**src/hw/rtl/rsa_modular_exponentiation_defines.svh**
```systemverilog
// assertion macros shared by the modular exponentiation rtl
`ifndef RSA_MODULAR_EXPONENTIATION_DEFINES_SVH
`define RSA_MODULAR_EXPONENTIATION_DEFINES_SVH

`ifndef SYNTHESIS

// antecedent implies consequent in the same cycle
`define RSA_ASSERT_IMPLIES(label, clk, rst_n, ante, cons) \
    label: assert property (@(posedge clk) disable iff (!rst_n) (ante) |-> (cons)) \
        else $error("assertion failed: same-cycle implication");

// antecedent implies consequent in the next cycle
`define RSA_ASSERT_NEXT(label, clk, rst_n, ante, cons) \
    label: assert property (@(posedge clk) disable iff (!rst_n) (ante) |=> (cons)) \
        else $error("assertion failed: next-cycle implication");

`else

`define RSA_ASSERT_IMPLIES(label, clk, rst_n, ante, cons)
`define RSA_ASSERT_NEXT(label, clk, rst_n, ante, cons)

`endif

`endif

```
**src/hw/rtl/rsa_me_pkg.sv**
```systemverilog
// shared types and constants for the modular exponentiation block
`timescale 1ns / 1ps

package rsa_me_pkg;

    // data word and exponent scan length
    localparam int DATA_W    = 32;
    localparam int WORD_BITS = 32;
    localparam int PROD_W    = 2 * DATA_W;
    localparam int CNT_W     = $clog2(PROD_W);
    localparam int IDX_W     = 2;

    // exponent bits at or above the scan length are ignored
    localparam logic [DATA_W-1:0] EXP_MASK =
        (DATA_W'(1) << WORD_BITS) - DATA_W'(1);

    // register reset values
    localparam logic [DATA_W-1:0] MODULUS_RST = DATA_W'(3233);
    localparam logic [DATA_W-1:0] PUB_EXP_RST = DATA_W'(17);
    localparam logic [DATA_W-1:0] PRV_EXP_RST = DATA_W'(2753);

    // register indexes
    localparam logic [IDX_W-1:0] CFG_MODULUS = 2'd0;
    localparam logic [IDX_W-1:0] CFG_PUB_EXP = 2'd1;
    localparam logic [IDX_W-1:0] CFG_PRV_EXP = 2'd2;

    // opcode values
    localparam logic OP_ENCRYPT = 1'b0;
    localparam logic OP_DECRYPT = 1'b1;

    // sequencer states
    typedef enum logic [3:0] {
        S_IDLE,
        S_RED_GO,
        S_RED_WAIT,
        S_STEP,
        S_MUL_GO,
        S_MUL_WAIT,
        S_SQR_GO,
        S_SQR_WAIT,
        S_DONE
    } rsa_me_state_t;

    // request to the multiply and reduce unit
    typedef struct packed {
        logic              go;
        logic [DATA_W-1:0] a;
        logic [DATA_W-1:0] b;
    } rsa_me_req_t;

    // response from the multiply and reduce unit
    typedef struct packed {
        logic              done;
        logic [DATA_W-1:0] rem;
    } rsa_me_rsp_t;

endpackage

```
**src/hw/rtl/rsa_me_modred.sv**
```systemverilog
// shared multiply and bit-serial modular reduction unit
`timescale 1ns / 1ps
`include "rsa_modular_exponentiation_defines.svh"

module rsa_me_modred (
    input  logic                                clk,
    input  logic                                rst_n,
    input  rsa_me_pkg::rsa_me_req_t             req,
    input  logic [rsa_me_pkg::DATA_W-1:0]       n,
    output rsa_me_pkg::rsa_me_rsp_t             rsp
);
    import rsa_me_pkg::*;

    logic [PROD_W-1:0] prod_reg;
    logic [PROD_W-1:0] prod_next;
    logic [DATA_W-1:0] rem_reg;
    logic [DATA_W-1:0] rem_next;
    logic [CNT_W-1:0]  cnt_reg;
    logic [CNT_W-1:0]  cnt_next;
    logic              active_reg;
    logic              active_next;
    logic              done_reg;
    logic              done_next;
    logic [DATA_W:0]   trial;
    logic [DATA_W:0]   diff;

    // one restoring step: shift in the next product bit, subtract if it fits
    assign trial = {rem_reg, prod_reg[PROD_W-1]};
    assign diff  = trial - {1'b0, n};

    always_comb
    begin
        prod_next   = prod_reg;
        rem_next    = rem_reg;
        cnt_next    = cnt_reg;
        active_next = active_reg;
        done_next   = 1'b0;
        if (req.go)
        begin
            prod_next   = PROD_W'(req.a) * PROD_W'(req.b);
            rem_next    = '0;
            cnt_next    = '0;
            active_next = 1'b1;
        end
        else if (active_reg)
        begin
            prod_next = {prod_reg[PROD_W-2:0], 1'b0};
            if (trial >= {1'b0, n})
            begin
                rem_next = diff[DATA_W-1:0];
            end
            else
            begin
                rem_next = trial[DATA_W-1:0];
            end
            cnt_next = cnt_reg + CNT_W'(1);
            if (cnt_reg == CNT_W'(PROD_W - 1))
            begin
                active_next = 1'b0;
                done_next   = 1'b1;
            end
        end
    end

    // control state
    always_ff @(posedge clk or negedge rst_n)
    begin
        if (!rst_n)
        begin
            active_reg <= 1'b0;
            done_reg   <= 1'b0;
            cnt_reg    <= '0;
        end
        else
        begin
            active_reg <= active_next;
            done_reg   <= done_next;
            cnt_reg    <= cnt_next;
        end
    end

    // datapath
    always_ff @(posedge clk)
    begin
        prod_reg <= prod_next;
        rem_reg  <= rem_next;
    end

    assign rsp.done = done_reg;
    assign rsp.rem  = rem_reg;

    // checks
    `RSA_ASSERT_IMPLIES(a_no_go_while_active, clk, rst_n, active_reg, !req.go)
    `RSA_ASSERT_NEXT(a_done_single_pulse, clk, rst_n, done_reg, !done_reg)
    `RSA_ASSERT_IMPLIES(a_done_after_active, clk, rst_n, done_reg, !active_reg)

endmodule

```
**src/hw/rtl/rsa_me_seq.sv**
```systemverilog
// square-and-multiply sequencer driving the shared reduction unit
`timescale 1ns / 1ps
`include "rsa_modular_exponentiation_defines.svh"

module rsa_me_seq (
    input  logic                            clk,
    input  logic                            rst_n,
    input  logic                            start,
    input  logic                            opcode,
    input  logic [rsa_me_pkg::DATA_W-1:0]   message,
    input  logic [rsa_me_pkg::DATA_W-1:0]   modulus,
    input  logic [rsa_me_pkg::DATA_W-1:0]   public_exponent,
    input  logic [rsa_me_pkg::DATA_W-1:0]   private_exponent,
    input  rsa_me_pkg::rsa_me_rsp_t         rsp,
    output rsa_me_pkg::rsa_me_req_t         req,
    output logic                            busy,
    output logic                            done,
    output logic [rsa_me_pkg::DATA_W-1:0]   outcome
);
    import rsa_me_pkg::*;

    rsa_me_state_t     state_reg;
    rsa_me_state_t     state_next;
    logic [DATA_W-1:0] acc_reg;
    logic [DATA_W-1:0] sq_reg;
    logic [DATA_W-1:0] exp_reg;
    logic              small_mod;

    // modulus zero or one gives zero for every message
    assign small_mod = (modulus < DATA_W'(2));

    // next state
    always_comb
    begin
        state_next = state_reg;
        case (state_reg)
            S_IDLE:
            begin
                if (start)
                begin
                    state_next = small_mod ? S_DONE : S_RED_GO;
                end
            end
            S_RED_GO:   state_next = S_RED_WAIT;
            S_RED_WAIT:
            begin
                if (rsp.done)
                begin
                    state_next = S_STEP;
                end
            end
            S_STEP:
            begin
                if (exp_reg == '0)
                begin
                    state_next = S_DONE;
                end
                else if (exp_reg[0])
                begin
                    state_next = S_MUL_GO;
                end
                else
                begin
                    state_next = S_SQR_GO;
                end
            end
            S_MUL_GO:   state_next = S_MUL_WAIT;
            S_MUL_WAIT:
            begin
                if (rsp.done)
                begin
                    // last set bit consumed: the remaining square is unused
                    state_next = (exp_reg[DATA_W-1:1] == '0) ? S_DONE : S_SQR_GO;
                end
            end
            S_SQR_GO:   state_next = S_SQR_WAIT;
            S_SQR_WAIT:
            begin
                if (rsp.done)
                begin
                    state_next = S_STEP;
                end
            end
            S_DONE:     state_next = S_IDLE;
            default:    state_next = S_IDLE;
        endcase
    end

    // outputs and operand selection
    always_comb
    begin
        req.go = 1'b0;
        req.a  = acc_reg;
        req.b  = sq_reg;
        case (state_reg)
            S_RED_GO:
            begin
                req.go = 1'b1;
                req.a  = sq_reg;
                req.b  = DATA_W'(1);
            end
            S_MUL_GO:
            begin
                req.go = 1'b1;
                req.a  = acc_reg;
                req.b  = sq_reg;
            end
            S_SQR_GO:
            begin
                req.go = 1'b1;
                req.a  = sq_reg;
                req.b  = sq_reg;
            end
            default:
            begin
                req.go = 1'b0;
            end
        endcase
    end

    assign busy    = (state_reg != S_IDLE);
    assign done    = (state_reg == S_DONE);
    assign outcome = acc_reg;

    // state register
    always_ff @(posedge clk or negedge rst_n)
    begin
        if (!rst_n)
        begin
            state_reg <= S_IDLE;
        end
        else
        begin
            state_reg <= state_next;
        end
    end

    // accumulator, running square and remaining exponent
    always_ff @(posedge clk)
    begin
        case (state_reg)
            S_IDLE:
            begin
                if (start)
                begin
                    exp_reg <= ((opcode == OP_DECRYPT) ? private_exponent
                                                       : public_exponent) & EXP_MASK;
                    acc_reg <= small_mod ? '0 : DATA_W'(1);
                    sq_reg  <= message;
                end
            end
            S_RED_WAIT:
            begin
                if (rsp.done)
                begin
                    sq_reg <= rsp.rem;
                end
            end
            S_MUL_WAIT:
            begin
                if (rsp.done)
                begin
                    acc_reg <= rsp.rem;
                end
            end
            S_SQR_WAIT:
            begin
                if (rsp.done)
                begin
                    sq_reg  <= rsp.rem;
                    exp_reg <= exp_reg >> 1;
                end
            end
            default:
            begin
                acc_reg <= acc_reg;
            end
        endcase
    end

    // checks
    `RSA_ASSERT_NEXT(a_start_sets_busy, clk, rst_n, start && !busy, busy)
    `RSA_ASSERT_NEXT(a_done_returns_idle, clk, rst_n, done, !busy && !done)
    `RSA_ASSERT_IMPLIES(a_go_not_while_done, clk, rst_n, req.go, !rsp.done && busy)

endmodule

```
**src/hw/rtl/rsa_modular_exponentiation.sv**
```systemverilog
// one initial reduction of the message, then per exponent bit a multiply if set and a square,
//   the last square skipped after the final set bit; a zero exponent needs only the reduction
// each modular product: load, 64 one-bit reduction steps, done
// one word at a time, next start taken the cycle after done
// reset: modulus 3233, public exponent 17, private exponent 2753, sequencer idle
// result on outcome for one cycle with done; modulus below two goes straight from idle to done; no stall
`timescale 1ns / 1ps

module rsa_modular_exponentiation (
    input  logic                              clk,
    input  logic                              rst_n,
    input  logic                              cfg_write_en,
    input  logic [rsa_me_pkg::IDX_W-1:0]      cfg_index,
    input  logic [rsa_me_pkg::DATA_W-1:0]     cfg_data,
    input  logic                              start,
    output logic                              busy,
    input  logic                              opcode,
    input  logic [rsa_me_pkg::DATA_W-1:0]     message,
    output logic                              done,
    output logic [rsa_me_pkg::DATA_W-1:0]     outcome
);
    import rsa_me_pkg::*;

    logic [DATA_W-1:0] modulus_reg;
    logic [DATA_W-1:0] pub_exp_reg;
    logic [DATA_W-1:0] prv_exp_reg;
    rsa_me_req_t       unit_req;
    rsa_me_rsp_t       unit_rsp;

    // configuration registers, out-of-range index ignored
    always_ff @(posedge clk or negedge rst_n)
    begin
        if (!rst_n)
        begin
            modulus_reg <= MODULUS_RST;
            pub_exp_reg <= PUB_EXP_RST;
            prv_exp_reg <= PRV_EXP_RST;
        end
        else if (cfg_write_en)
        begin
            case (cfg_index)
                CFG_MODULUS: modulus_reg <= cfg_data;
                CFG_PUB_EXP: pub_exp_reg <= cfg_data;
                CFG_PRV_EXP: prv_exp_reg <= cfg_data;
                default:     modulus_reg <= modulus_reg;
            endcase
        end
    end

    // sequencer
    rsa_me_seq u_seq (
        .clk              (clk),
        .rst_n            (rst_n),
        .start            (start),
        .opcode           (opcode),
        .message          (message),
        .modulus          (modulus_reg),
        .public_exponent  (pub_exp_reg),
        .private_exponent (prv_exp_reg),
        .rsp              (unit_rsp),
        .req              (unit_req),
        .busy             (busy),
        .done             (done),
        .outcome          (outcome)
    );

    // shared multiply and reduce unit
    rsa_me_modred u_modred (
        .clk   (clk),
        .rst_n (rst_n),
        .req   (unit_req),
        .n     (modulus_reg),
        .rsp   (unit_rsp)
    );

endmodule

```
**config.mk**
```make
export PLATFORM = sky130hd
export DESIGN_NAME = rsa_modular_exponentiation
export DESIGN_NICKNAME = d
export VERILOG_FILES = /design/src/hw/rtl/rsa_me_pkg.sv /design/src/hw/rtl/rsa_me_modred.sv /design/src/hw/rtl/rsa_me_seq.sv /design/src/hw/rtl/rsa_modular_exponentiation.sv
export VERILOG_INCLUDE_DIRS = /design/src /design/src/hw/rtl
export SDC_FILE = /design/constraint.sdc
export NUM_CORES = 2
export LEC_CHECK = 0
export CAP_MARGIN = 20
export CORE_MARGIN = 3
export CORE_UTILIZATION = 45
export CTS_BUF_LIST = sky130_fd_sc_hd__clkbuf_4
export DETAILED_ROUTE_END_ITERATION = 10
export DONT_BUFFER_PORTS = 1
export GPL_TIMING_DRIVEN = 0
export PLACE_DENSITY = 0.62
export SLEW_MARGIN = 20
export SYNTH_ARGS = -nofsm -noshare
export SYNTH_HDL_FRONTEND = slang
export SYNTH_SLANG_ARGS = --single-unit
export TNS_END_PERCENT = 5
```
**constraint.sdc**
```tcl
create_clock -name clk -period 12.05 [get_ports clk]
set_clock_uncertainty 0.1 [all_clocks]
set_input_delay 1.8075 -clock clk [delete_from_list [all_inputs] [get_ports clk]]
set_output_delay 1.8075 -clock clk [all_outputs]
set_load 0.03 [all_outputs]
```
==> flow_metrics.py <==
metrics = {
    "setup_path": {
        "cp.required_ps": 12480,
        "worstSetupPathType": "reg -> reg",
        "critPathArrivalTime_ps": 12380,
        "critPathMaxStageDelay_ps": 670,
        "critPathMaxFanout": 10,
        "start_kind": "flop",
        "critPathSlowestCell": "fa_1",
        "critPathCaptureType": "flop",
        "critPathMostFrequentCell": "fa_1",
    },
    "power_and_ir_drop": {
        "vdd_ir_drop_max_mv": 0.0895,
        "switching_share_pct": 25.8,
        "p_per_area_mw_per_mm2": 46.8,
        "p_leak_nw": 24.2,
        "combPwrFrac_pct": 9.2,
        "p_int_mw": 1.73,
        "seq_power_share_pct": 50.2,
        "power_mw": 2.34,
        "clockPowerShare_pct": 40.6,
        "p_switching_uw": 604,
    },
    "logic_synthesis": {
        "synth_area_mm2": 0.0469,
        "synth-edff-count": 160,
        "yosysSeqAreaShare_pct": 17.4,
        "synth_nets": 6284,
        "synth_top_flop_cell": "edfxtp_1",
        "ys_ff_latch": 300,
        "synth.distinct_cells": 79,
        "async_flop_share_pct": 36.0,
        "synth_area_leaders": "fa_1 (38%), edfxtp_1 (10%), ha_1 (7.9%)",
        "yosysTopAreaCell": "fa_1",
        "yosysTopAreaCellShare_pct": 38.3,
        "avgSynthCellArea_um2": 9.33,
        "synth_warnings": 0,
        "syn_inst": 5020,
    },
    "timing": {
        "final.setup.tns_ps": 0,
        "fmax_mhz": 83.7,
        "finalSetupViolations": 0,
        "whs_ps": 385,
        "period_needed_ps": 11940,
        "rsz0062_at_grt": "false",
        "hold_viol_final": 0,
        "drv_slew": 0,
        "post-route-period-util_pct": 99.1,
        "max_slew.worst_pin.slew_ps": 1360,
        "max-slew-margin-rel_pct": 9.12,
    },
    "cts": {
        "cts_buffers": 79,
        "clk_pin_slew_worst_paths_ps": 80,
        "clock_sinks": 300,
        "cts_setup_buffers": 0,
        "cts_tree": "built",
        "clock_latency_ps": 830,
        "clockBufferDepth": 3,
        "root_buffer": "clkbuf_4",
        "htreeDepth": 3,
    },
    "layout": {
        "post_route_cells_drive_above_1_share_pct": 7.17,
        "largest_reg_flops": 64,
        "fillers": 10000,
        "layout_common_cells": "inv_1 (897), fa_1 (897), nor2_1 (724)",
        "nets": 6374,
        "final_cells": 6551,
        "fin_util_pct": 48.8,
        "syn2layout_area_growth_pct": 6.67,
    },
    "grt": {
        "grt_pass1_vias": 38500,
        "grt_overflow_total": 0,
        "grt_usage_pct": 36.2,
        "grt_pass1_wl_um": 275000,
        "antenna_found_initial": 17,
        "grt_max_degree": 109,
    },
    "placed_design": {
        "dp_hpwl_um": 159000,
        "gp_congestion": 1.07,
        "placedCellCount": 6397,
        "io_buffers": 0,
    },
    "floorplan": {
        "initial_utilization_pct": 45.7,
        "dieArea_mm2": 0.108,
        "die_width_um": 329,
        "die_y_um": 329,
        "ios": 105,
        "std_cell_rows": 117,
        "coreArea_mm2": 0.102,
    },
    "detailed_routing": {
        "post-route-drc-count": 0,
        "drt.antenna.violating_nets": 0,
        "drtIter0Drc": 4151,
        "vias": 37800,
        "vias_per_cell": 5.78,
        "drt_first_pass_iters": 6,
        "wl_um": 193000,
        "routedWlPerCell_um": 29.5,
    },
    "job": {
        "drv_cap": 0,
    },
    "worst_hold_path": {
        "hp-class": "reg -> reg",
    },
    "status": {
        "status": "completed",
    },
}
-- per-stage QoR --
| step | setup slack (ps) | cell area, um2 |
|---|---|---|
| 2_1_floorplan | 3020 | 46900 |
| 3_3_place_gp | -89.6 | 48600 |
| 5_1_grt | 4.47 | 50000 |
| 4_1_cts | 102 | 49900 |
| 6_report | 105 | 50000 |
| 3_5_place_dp | -33.2 | 48800 |
-- cell usage after synthesis (10+ instances only) --
cell	count
a211oi_1	27
nor2b_1	10
dfxtp_1	32
o211ai_1	11
a31oi_1	13
dfrtp_1	96
edfxtp_1	160
a21o_1	47
xor2_1	30
o21ai_1	18
xnor2_1	63
nand4_1	26
o21ai_0	155
mux2_2	127
fa_1	897
nand3_1	34
a21oi_1	139
inv_1	897
nand2_1	616
nor2_1	724
o21bai_1	20
nor4_1	16
clkbuf_1	218
and3_1	13
dfstp_2	12
buf_1	29
nor3_1	14
nand2b_1	18
mux2i_1	88
ha_1	296
buf_2	12
and2_1	55
-- layer usage --
layer | track usage, % | wire, um | vias up
met5 | 0 | 13 | -
met4 | 18.6 | 12300 | 2
met3 | 11.1 | 23300 | 473
met2 | 52.3 | 80700 | 2269
met1 | 49.0 | 76500 | 19300
li1 | - | - | 15800
-- logic make-up after synthesis --
| kind of cell | synth area share [%] |
|---|---|
| buf+inv | 9.33 |
| fa+ha+maj | 46.2 |
| flops | 17.4 |
| compound gates | 6.56 |
| xor+xnor | 1.74 |
| simple gates | 13.8 |
| mux | 4.93 |
-- path summary, 6_finish.rpt --
| kind | slack [ps] | start | depth (start not counted) | end |
|---|---|---|---|---|
| worst min register to register | 380 | u_modred.prod_reg[59] | 2 | u_modred.prod_reg[60] |
| min in group asynchronous | 560 | rst_n | 0 | pub_exp_reg[30] |
| worst min-delay path | 380 | u_modred.prod_reg[59] | 2 | u_modred.prod_reg[60] |
| max in group asynchronous | 10960 | rst_n | 0 | prv_exp_reg[6] |
| worst max-delay path | 110 | u_seq.state_reg[0] | 29 | u_modred.prod_reg[63] |
| worst max register to register | 110 | u_seq.state_reg[0] | 29 | u_modred.prod_reg[63] |
-- power by group through the flow --
| stage | clock (mW) | sequential, mW | combinational, mW |
|---|---|---|---|
| 2_1_floorplan | 0 | 1.18 | 0.160 |
| 4_1_cts | 0.973 | 1.17 | 0.212 |
| 5_1_grt | 1.02 | 1.18 | 0.237 |
| 3_5_place_dp | 0 | 1.19 | 0.211 |
| 6_report | 0.949 | 1.17 | 0.214 |
| 3_3_place_gp | 0 | 1.19 | 0.208 |
-- critical path: cells and delay by family (launching register included) --
kind / cells / cell delay, ps
multiplexers: 1 / 640
buffers and inverters: 6 / 2210
adder cells (fa/ha/maj): 9 / 4710
XOR/XNOR: 1 / 200
AND/OR/NAND/NOR: 2 / 320
AO/OA/AOI/OAI: 10 / 3080
flip-flops: 1 / 370
-- cell type report --
type                    count  area (um2)  area share [%]
diodes                      9        22.5          0.0451
plain buffers             261        1050            2.09
clock buffers             131         983            1.97
clock inverters            14        85.1           0.170
inverters                 897        3370            6.74
multi-input cells        3562       34500            68.9
flip-flops and latches    300        8160            16.3
well taps                1368        1710            3.42
repair buffers              9         148           0.295
-- timing repair --
| action | CTS | global route |
|---|---|---|
| resized for setup | 5 | 34 |
| hold buffers | 0 | 0 |
| cloned | 0 | 0 |
| pin swaps | 0 | 0 |
| endpoints found under the setup margin | 4 | 12 |
Power figures use the tool's default switching activity.
